==> src/rtl/fct_pkg.sv <==
// shared types, codes and constants of the file table
package fct_pkg;

	localparam int CLUSTER_COUNT_DEF = 256;
	localparam int SLOT_COUNT_DEF    = 4;
	localparam int BYTES_PER_CLUSTER = 4;
	localparam int FIRST_USABLE      = 2;
	localparam int BASE_YEAR         = 1980;
	localparam logic [15:0] CHAIN_END_MARK = 16'hffff;

	typedef enum logic [2:0] {
		ACT_CREATE  = 3'd0,
		ACT_WRITE   = 3'd1,
		ACT_PUT     = 3'd2,
		ACT_DELETE  = 3'd3,
		ACT_RD_HDR  = 3'd4,
		ACT_RD_NEXT = 3'd5
	} act_t;

	typedef enum logic [3:0] {
		ST_CLEAR,
		ST_IDLE,
		ST_DECODE,
		ST_W_RD,
		ST_W_CHK,
		ST_W_END,
		ST_PUT_FIN,
		ST_DEL_RD,
		ST_DEL_CHK,
		ST_RN_FIN,
		ST_RESP
	} state_t;

	typedef struct packed {
		logic clr;
		logic load;
		logic fail;
		logic create;
		logic write_init;
		logic scan_rd;
		logic scan_take;
		logic scan_skip;
		logic write_end;
		logic put;
		logic put_fin;
		logic del_init;
		logic del_rd;
		logic del_chk;
		logic rd_hdr;
		logic rn;
		logic rn_fin;
	} cmd_t;

	typedef struct packed {
		logic clr_last;
		act_t act;
		logic hit;
		logic empty_ok;
		logic space_ok;
		logic wc_open;
		logic rc_open;
		logic scan_free;
		logic need_one;
		logic del_go;
		logic del_stop;
	} stat_t;

endpackage

==> src/rtl/fct_ctrl.sv <==
// request sequencer of the file table
module fct_ctrl
	import fct_pkg::*;
	(
		input  logic  clk,
		input  logic  arst_n,
		input  logic  s_tvalid,
		output logic  s_tready,
		output logic  m_tvalid,
		input  logic  m_tready,
		input  stat_t stat,
		output cmd_t  cmd
	);

	state_t state_q, state_d;

	always_ff @(posedge clk or negedge arst_n) begin
		if (!arst_n) begin
			state_q <= ST_CLEAR;
		end else begin
			state_q <= state_d;
		end
	end

	always_comb begin
		state_d = state_q;
		case (state_q)
			ST_CLEAR: begin
				if (stat.clr_last) state_d = ST_IDLE;
			end
			ST_IDLE: begin
				if (s_tvalid) state_d = ST_DECODE;
			end
			ST_DECODE: begin
				state_d = ST_RESP;
				case (stat.act)
					ACT_WRITE: begin
						if (stat.hit && stat.space_ok) state_d = ST_W_RD;
					end
					ACT_PUT: begin
						if (stat.wc_open) state_d = ST_PUT_FIN;
					end
					ACT_DELETE: begin
						if (stat.hit) state_d = ST_DEL_RD;
					end
					ACT_RD_NEXT: begin
						if (stat.rc_open) state_d = ST_RN_FIN;
					end
					default: state_d = ST_RESP;
				endcase
			end
			ST_W_RD:  state_d = ST_W_CHK;
			ST_W_CHK: begin
				state_d = (stat.scan_free && stat.need_one) ? ST_W_END : ST_W_RD;
			end
			ST_W_END:   state_d = ST_RESP;
			ST_PUT_FIN: state_d = ST_RESP;
			ST_DEL_RD:  state_d = stat.del_go ? ST_DEL_CHK : ST_RESP;
			ST_DEL_CHK: state_d = stat.del_stop ? ST_RESP : ST_DEL_RD;
			ST_RN_FIN:  state_d = ST_RESP;
			ST_RESP: begin
				if (m_tready) state_d = ST_IDLE;
			end
			default: state_d = ST_CLEAR;
		endcase
	end

	always_comb begin
		cmd      = '0;
		s_tready = 1'b0;
		m_tvalid = 1'b0;
		case (state_q)
			ST_CLEAR: cmd.clr = 1'b1;
			ST_IDLE: begin
				s_tready = 1'b1;
				cmd.load = s_tvalid;
			end
			ST_DECODE: begin
				case (stat.act)
					ACT_CREATE: begin
						cmd.create = stat.empty_ok && stat.space_ok;
						cmd.fail   = !(stat.empty_ok && stat.space_ok);
					end
					ACT_WRITE: begin
						cmd.write_init = stat.hit && stat.space_ok;
						cmd.fail       = !(stat.hit && stat.space_ok);
					end
					ACT_PUT: begin
						cmd.put  = stat.wc_open;
						cmd.fail = !stat.wc_open;
					end
					ACT_DELETE: begin
						cmd.del_init = stat.hit;
						cmd.fail     = !stat.hit;
					end
					ACT_RD_HDR: begin
						cmd.rd_hdr = stat.hit;
						cmd.fail   = !stat.hit;
					end
					ACT_RD_NEXT: begin
						cmd.rn   = stat.rc_open;
						cmd.fail = !stat.rc_open;
					end
					default: cmd.fail = 1'b1;
				endcase
			end
			ST_W_RD:  cmd.scan_rd = 1'b1;
			ST_W_CHK: begin
				cmd.scan_take = stat.scan_free;
				cmd.scan_skip = !stat.scan_free;
			end
			ST_W_END:   cmd.write_end = 1'b1;
			ST_PUT_FIN: cmd.put_fin = 1'b1;
			ST_DEL_RD:  cmd.del_rd = stat.del_go;
			ST_DEL_CHK: cmd.del_chk = 1'b1;
			ST_RN_FIN:  cmd.rn_fin = 1'b1;
			ST_RESP:    m_tvalid = 1'b1;
			default: cmd = '0;
		endcase
	end

endmodule

==> config.mk <==
export PLATFORM = sky130hd
export DESIGN_NAME = fct_ctrl
export DESIGN_NICKNAME = d
export VERILOG_FILES = /design/src/rtl/fct_pkg.sv /design/src/rtl/fct_ctrl.sv
export SDC_FILE = /design/constraint.sdc
export NUM_CORES = 1
export LEC_CHECK = 0
export ABC_AREA = 1
export BUFFER_PORTS_ARGS = -buffer_cell sky130_fd_sc_hd__buf_2
export CORE_UTILIZATION = 40
export CTS_CLUSTER_SIZE = 24
export DETAILED_ROUTE_END_ITERATION = 10
export GPL_TIMING_DRIVEN = 0
export PLACE_DENSITY = 0.78
export SLEW_MARGIN = 40
export SYNTH_ARGS = -nofsm -noshare
export SYNTH_HDL_FRONTEND = slang
export SYNTH_SLANG_ARGS = --single-unit
==> constraint.sdc <==
create_clock -name clk -period 1.61 [get_ports clk]
set_input_delay 0.0805 -clock clk [delete_from_list [all_inputs] [get_ports clk]]
set_output_delay 0.0805 -clock clk [all_outputs]
set_load 0.02 [all_outputs]
==> summary.txt, run 1 <==
Status -> complete, no violations
Static Leakage -> 0.0005495 uW
CP required -> 1.53 ns
Setup bufs post-CTS -> 0
Total GRT Usage -> 0.2130
Die Y -> 40.06 um
Layout Skew -> 0.002432 ns
TNS Setup -> 0 ns
Drt wl/cell -> 8.947 um
Initial Utilization -> 0.4397
Final setup viols -> 0
Flop pwr share -> 0.179
Crit path kind -> flip-flop to output port
Via density -> 4.747
CP Data Arrival Time -> 1.42 ns
CTS Buf Count -> 3
Worst-path maximum fanout -> 6
#FFs+latches synth -> 4
Fillers -> 138
Dominant cell type by area after synthesis -> nand2_1
Core area -> 1318 um^2
Top cells by area, synth -> nand2_1, nor2_1, dfrtp_1
EDFF count, synth -> 0
Worst hold path class -> input port to flip-flop
Clk_lat worst skew -> 0.24 ns
Multi-input logic area -> 392.9 um^2
Avg Cell Area, Syn -> 4.994 um^2
Layout cells sized above 1 -> 0.2774
R2R depth -> 7
Die area -> 1604 um^2
Starting DRT DRC Count -> 24
Count leader, synth -> nand2_1
Worst-Margin Slew -> 0.2403 ns
Most used DFF post-synth -> dfrtp_1
Worst vdd ir -> 0.0005826 V
Placed cell area -> 773.2 um^2
Main combinational cell family by area after synthesis -> simple AND/OR/NAND/NOR gates
CTS H-Tree Depth -> 1
Worst Hold Path Cells -> 4
Post-route ant nets -> 0
Largest net degree at the start of global routing -> 10
CTS tree -> done
Vias in the first global route -> 586
RSZ-0062 raised after global routing -> false
Routability cong. -> 0.7893
Initial antenna violation count -> 0
Psw -> 620.4 uW
Routed vias -> 807
Count of unique library cells instantiated by Yosys -> 15
Die width -> 40.06 um
Post-layout util -> 0.6116
Internal -> 483.5 uW
Setup crit end kind -> output port
Min Tclk post-route -> 1.501 ns
Max reg flops -> 4
Hold Slack -> 0.1225 ns
Clock transition at path regs -> 0.04 ns
Total grt overflow -> 0
Routed wire length -> 1521 um
Peak Freq -> 666.3 MHz
Row cnt -> 13
P&R area growth vs syn -> 39.09%
Top flop regs -> state_q (4)
Final Max Tran Viols -> 0
CP startpoint kind -> flip-flop
Dpl hpwl -> 1276 um
Post-synth ARST share -> 1.000
Top reg by flops -> state_q
Crit path launch -> state_q[0]
Final nets -> 174
Synth Area in Simple Gates -> 0.6199
Post-Syn Instances -> 116
RR Startpoint -> state_q[0]
Pre-antenna DRT Iters -> 4
First-pass GRT wire length -> 2221 um
Ant. Diodes -> 0
Clk root buf -> clkbuf_4
Post-synthesis compound-gate area fraction -> 0.05832
Slew HR -> 0.8386
Synth top cells by count -> nand2_1, nor2_1, inv_1, nand3_1, nor3_1
CTS Sinks -> 4
Power Density -> 1370 nW/um^2
Fin. Hold Viols -> 0
Fin crit share -> 0.9322
Post-route DRC -> 0
Syn nets -> 133
Net Sw Frac -> 0.5620
Max Root-Sink Buffers -> 2
Clock network power share -> 0.114
Reg area -> 100.1 um^2
Design area -> 805.8 um^2
Post-synthesis mux area share -> 0
Power share of the combinational group -> 0.707
Synth warnings -> 0
Synth Area in Adders -> 0
Hold Startpoint -> m_tready
Port-buffer cells -> 35
Max_cap viols -> 0
Xor and xnor fraction of the mapped netlist area -> 0
Seq/Total Area, Yosys -> 0.1728
I/O pin count -> 36
Post-synth top area share -> 0.2203
Mapped Area -> 579.3 um^2
area by class of cell:
type                       instances  area share
timing repair buffer              36      0.2298
sequential                         4      0.1242
inverter                          23      0.1071
clock buffer                       3     0.02795
multi-input combinational         89      0.4876
tap                               15     0.02329
layout by cell type, fill, tap and decap left out, drive strengths merged:
cell type | Yosys | final
nand2 | 34 | 34
clkinv | 1 | 1
o21ai | 4 | 4
buf | 0 | 35
nor3 | 7 | 7
dfrtp | 4 | 4
nand4 | 3 | 3
nand3 | 8 | 8
dlygate4sd3 | 0 | 1
a21oi | 2 | 2
nor2 | 31 | 31
inv | 22 | 22
clkbuf | 0 | 3
metal layers:
metal | up-vias | GRT usage | routed length, um
met5 | - | 0 | 0
met3 | 2 | 0.03333 | 74
met4 | 0 | 0.1293 | 17
met1 | 343 | 0.2196 | 678
li1 | 434 | - | -
met2 | 28 | 0.3952 | 750
cell families (layout without fill, tap and decap cells):
family / after synthesis / after routing
AOI/OAI and AO/OA: 6 / 6
DFF: 4 / 4
buffers and inverters: 23 / 62
and+or+nand+nor: 83 / 83
path summary, 6_finish.rpt:
path,end,slack [ns]
setup / recovery,cmd[2],0.11
max in group asynchronous,state_q[2],1.32
min in group asynchronous,state_q[1],0.17
setup reg to reg,state_q[0],0.33
hold / removal,state_q[1],0.12
hold reg to reg,state_q[0],0.78
repair_timing:
item	in CTS	in global routing
hold buffers	1	0
gates resized for setup	0	1
hold endpoints to repair	4	0
endpoints found under the setup margin	0	4
stage by stage:
step	setup slack [ns]	instances	total power (uW)
after floorplan	0.2645	116	761.2
after global placement	0.3245	166	958.1
after detailed placement	0.3173	166	968.8
after CTS	0.05351	170	1104
after global routing	0.008484	170	1211
final	0.1092	170	1104
power groups by stage:
stage	sequential (uW)	combinational [uW]	clock, uW
final	198	780	126
after detailed placement	197	772	0
after global routing	205	874	132
after global placement	196	762	0
after CTS	195	780	129
after floorplan	189	573	0
worst max-delay path, stage by stage (launching register included):
cell	delay, ns
dfrtp_1	0.40
inv_1	0.09
nand2_1	0.09
nor2_4	0.17
inv_2	0.10
nor3_1	0.13
buf_2	0.19
No activity file was read; power rests on OpenSTA's default activity.
==> run 2: changes to the inputs <==
CORE_UTILIZATION = 44   (was 40)
PLACE_DENSITY = 0.84   (was 0.78)
==> summary.txt, run 2 (same netlist as run 1, synthesis figures left out) <==
Worst hold path class -> input port to flip-flop
CP Data Arrival Time -> 1.39 ns
Initial Utilization -> 0.4947
CTS Sinks -> 4
CP startpoint kind -> flip-flop
Pre-antenna DRT Iters -> 4
Dpl hpwl -> 1289 um
Vias in the first global route -> 637
Crit-path max cell delay -> 0.39 ns
Max_cap viols -> 0
Met2 Wirelength -> 734 um
Layout cells sized above 1 -> 0.2774
Multi-input logic area -> 392.9 um^2
Slowest CP cell -> dfrtp_1
Reg area -> 100.1 um^2
Static Leakage -> 0.0005495 uW
Worst Hold Path Cells -> 4
Fin. Hold Viols -> 0
Hold Startpoint -> s_tvalid
Worst path bufs/invs -> 3
Routed vias -> 833
Worst-path maximum fanout -> 6
Via density -> 4.929
Slew HR -> 0.8332
First-pass GRT wire length -> 2470 um
Final nets -> 174
Routability cong. -> 0.8345
Starting DRT DRC Count -> 16
Core area -> 1171 um^2
CP required -> 1.53 ns
WL met3 -> 82 um
Design area -> 804.5 um^2
Max Root-Sink Buffers -> 2
Total grt overflow -> 0
Top Layer Used -> met3
Clk_lat worst skew -> 0.23 ns
Crit path launch -> state_q[3]
Most common cell after layout, fill and taps aside -> buf_2
Ant. Diodes -> 0
Drt wl/cell -> 9.148 um
Row cnt -> 12
Peak Freq -> 678.5 MHz
Die width -> 38.29 um
Top reg by flops -> state_q
Top flop regs -> state_q (4)
CP cell instances -> inv_1 > nand2_1 > nor2_4 > inv_2 > nor3_1 > buf_2
Setup crit end kind -> output port
Worst-Margin Slew -> 0.2493 ns
P&R area growth vs syn -> 38.88%
Die Y -> 38.29 um
Largest net degree at the start of global routing -> 10
Final Max Tran Viols -> 0
Post-route ant nets -> 0
Layout Skew -> 0.004912 ns
Clock transition at path regs -> 0.04 ns
TNS Setup -> 0 ns
Min Tclk post-route -> 1.474 ns
Crit path kind -> flip-flop to output port
Status -> complete, no violations
Routed length on met1 -> 729 um
Total GRT Usage -> 0.2399
CTS H-Tree Depth -> 1
Worst vdd ir -> 0.0008209 V
Power Density -> 1374 nW/um^2
Fin crit share -> 0.9154
Die area -> 1466 um^2
Final setup viols -> 0
Most frequent cells in the layout -> buf_2, nand2_1, nor2_1
Total stage count of the critical path -> 6
Clk root buf -> clkbuf_4
Placed cell area -> 772.0 um^2
Max reg flops -> 4
Fillers -> 117
Post-route DRC -> 0
Routed wire length -> 1546 um
RR Startpoint -> state_q[0]
Initial antenna violation count -> 0
RSZ-0062 raised after global routing -> false
R2R depth -> 7
Setup bufs post-CTS -> 0
CTS tree -> done
Crit path max-delay family -> flip-flops
CTS Buf Count -> 3
Port-buffer cells -> 35
I/O pin count -> 36
run 2: cell counts in the layout (fill, tap and decap cells not counted):
No cell type changed its count.
run 2: path summary, 6_finish.rpt:
check / end / slack, ns
max in group asynchronous: state_q[1] / 1.28
max: cmd[2] / 0.14
min reg2reg: state_q[3] / 0.78
min in group asynchronous: state_q[2] / 0.21
min: state_q[0] / 0.11
max reg2reg: state_q[0] / 0.36
run 2: final cells by class:
cell class | instances | area share
multi-input cells | 89 | 0.4883
repair buffers | 36 | 0.2302
flip-flops and latches | 4 | 0.1244
inverters | 23 | 0.1073
clock buffers | 3 | 0.02799
well taps | 14 | 0.02177
run 2: metal layers:
metal | GRT usage | vias up
li1 | - | 436
met1 | 0.3249 | 366
met2 | 0.3983 | 31
met3 | 0.03488 | 0
met4 | 0.05357 | 0
met5 | 0 | -
run 2: power by group:
part | total [uW] | switching (uW) | internal [uW] | leakage (uW)
logic | 785 | 538 | 248 | 0.000485
registers | 200 | 47.9 | 152 | 0.0000511
clock network | 120 | 36.7 | 83.0 | 0.0000138
run 2: repair_timing:
| item | 4_1_cts | 5_1_grt |
|---|---|---|
| gates resized for setup | 0 | 1 |
| setup endpoints to repair | 0 | 4 |
| hold buffers | 1 | 0 |
| hold endpoints to repair | 4 | 0 |
run 2: worst register-to-register path: cells and delay by family, from the launching register on:
kind                   cells  cell delay (ns)
AND/OR/NAND/NOR            6             0.68
flip-flops                 1             0.38
buffers and inverters      1             0.07
run 2: per-stage QoR:
step           std cells  utilization  hold WS, ns  power [uW]  worst slack, ns
2_1_floorplan        116            -      -0.2151       761.2           0.2645
3_3_place_gp         165       0.6592      -0.1147       961.8           0.3630
3_5_place_dp         165       0.6592      -0.1127       973.3           0.3334
4_1_cts              169       0.6870       0.1097        1099          0.07999
5_1_grt              169       0.6870       0.1273        1217          0.01924
6_report             169       0.6870       0.1126        1105           0.1362
==> run 3: changes to the inputs <==
RECOVER_POWER = 50   (was not set)
==> summary.txt, run 3 (same netlist as run 1, synthesis figures left out) <==
Status -> complete, no violations
Clock transition at path regs -> 0.04 ns
Layout cells sized above 1 -> 0.2194
TNS Setup -> 0 ns
Row cnt -> 12
Die width -> 38.29 um
Most frequent cells in the layout -> nand2_1, nor2_1, buf_2
Worst vdd ir -> 0.0008318 V
Post-layout util -> 0.6763
Fin. Hold Viols -> 0
CTS Sinks -> 4
Initial Utilization -> 0.4947
Routed vias -> 824
Worst-Margin Slew -> 0.2484 ns
CTS tree -> done
Top reg by flops -> state_q
Ant. Diodes -> 0
First-pass GRT wire length -> 2470 um
Placed cell area -> 772.0 um^2
Power share of the combinational group -> 0.708
Max_cap viols -> 0
Die area -> 1466 um^2
Power Total -> 1092 uW
CP startpoint kind -> flip-flop
Setup crit end kind -> output port
Slew HR -> 0.8338
Initial antenna violation count -> 0
Multi-input logic area -> 390.4 um^2
Net Sw Frac -> 0.5698
Post-route ant nets -> 0
Routed wire length -> 1546 um
Max reg flops -> 4
Final setup viols -> 0
Clock network power share -> 0.109
Core area -> 1171 um^2
Pre-antenna DRT Iters -> 4
Die Y -> 38.29 um
Final worst slack -> 0.1366 ns
Max Root-Sink Buffers -> 2
Reg area -> 100.1 um^2
Setup bufs post-CTS -> 0
Top flop regs -> state_q (4)
Final Max Tran Viols -> 0
Final nets -> 174
Largest net degree at the start of global routing -> 10
Power Density -> 1379 nW/um^2
Clk_lat worst skew -> 0.23 ns
Fillers -> 123
Worst hold path class -> input port to flip-flop
Place WS -> 0.3334 ns
Vias in the first global route -> 637
Drt wl/cell -> 9.148 um
Peak Freq -> 678.7 MHz
Min Tclk post-route -> 1.473 ns
Port-buffer cells -> 35
Layout Skew -> 0.004927 ns
P&R area growth vs syn -> 36.72%
CTS H-Tree Depth -> 1
I/O pin count -> 36
CP required -> 1.53 ns
Routability cong. -> 0.8345
Worst-path maximum fanout -> 6
Dpl hpwl -> 1289 um
CTS Buf Count -> 3
Via density -> 4.876
Starting DRT DRC Count -> 18
Most common cell after layout, fill and taps aside -> nand2_1
Crit path kind -> flip-flop to output port
Psw -> 622.2 uW
Total grt overflow -> 0
Internal -> 469.8 uW
Design area -> 792.0 um^2
RSZ-0062 raised after global routing -> false
CP Data Arrival Time -> 1.39 ns
Post-route DRC -> 0
Clk root buf -> clkbuf_4
Total GRT Usage -> 0.2399
Static Leakage -> 0.0005177 uW
Fin crit share -> 0.9152
Flop pwr share -> 0.183
## run 3: cell count changes in the layout (fill, tap and decap cells not counted), sizes merged
cell    before  now
buf         35   27
clkbuf       3   11
## run 3: area by class of cell
| cell class | count | area share |
|---|---|---|
| sequential | 4 | 0.1264 |
| clock buffer | 3 | 0.02844 |
| tap | 14 | 0.02212 |
| timing repair buffer | 36 | 0.2212 |
| inverter | 23 | 0.1090 |
| multi-input combinational | 89 | 0.4929 |
## run 3: final timing paths
path | end | slack (ns) | startpoint | cells after the start
hold reg to reg | state_q[3] | 0.78 | state_q[1] | 4
setup / recovery | cmd[2] | 0.14 | state_q[3] | 6
min in group asynchronous | state_q[2] | 0.22 | arst_n | 2
hold / removal | state_q[0] | 0.11 | s_tvalid | 4
setup reg to reg | state_q[0] | 0.34 | state_q[1] | 7
max in group asynchronous | state_q[1] | 1.20 | arst_n | 2
## run 3: what timing repair did
| item | 4_1_cts | 5_1_grt |
|---|---|---|
| hold buffers | 1 | 0 |
| hold endpoints to repair | 4 | 0 |
| endpoints found under the setup margin | 0 | 4 |
| gates resized for setup | 0 | 1 |
## run 3: power groups by stage
stage                     clock [uW]  sequential (uW)  combinational (uW)
after floorplan                    0              189                 573
after global placement             0              196                 766
after detailed placement           0              199                 775
after CTS                        123              198                 778
after global routing             129              204                 870
final                            119              200                 773
## run 3: per-layer routing
metal | wire length (um) | global-route usage
met5 | 0 | 0
met4 | 0 | 0.05357
met3 | 77 | 0.03488
met2 | 728 | 0.3983
met1 | 740 | 0.3249
## run 3: per-stage QoR
stage	hold slack, ns	std cells
floorplan	-0.2151	116
global placement	-0.1147	165
detailed placement	-0.1127	165
CTS	0.1097	169
global route	0.1273	169
finish	0.1131	169
## run 3: critical path, cell delays in order (launching register included)
cell	delay, ns
dfrtp_1	0.39
inv_1	0.11
nand2_1	0.11
nor2_4	0.14
inv_2	0.09
nor3_1	0.12
buf_2	0.18
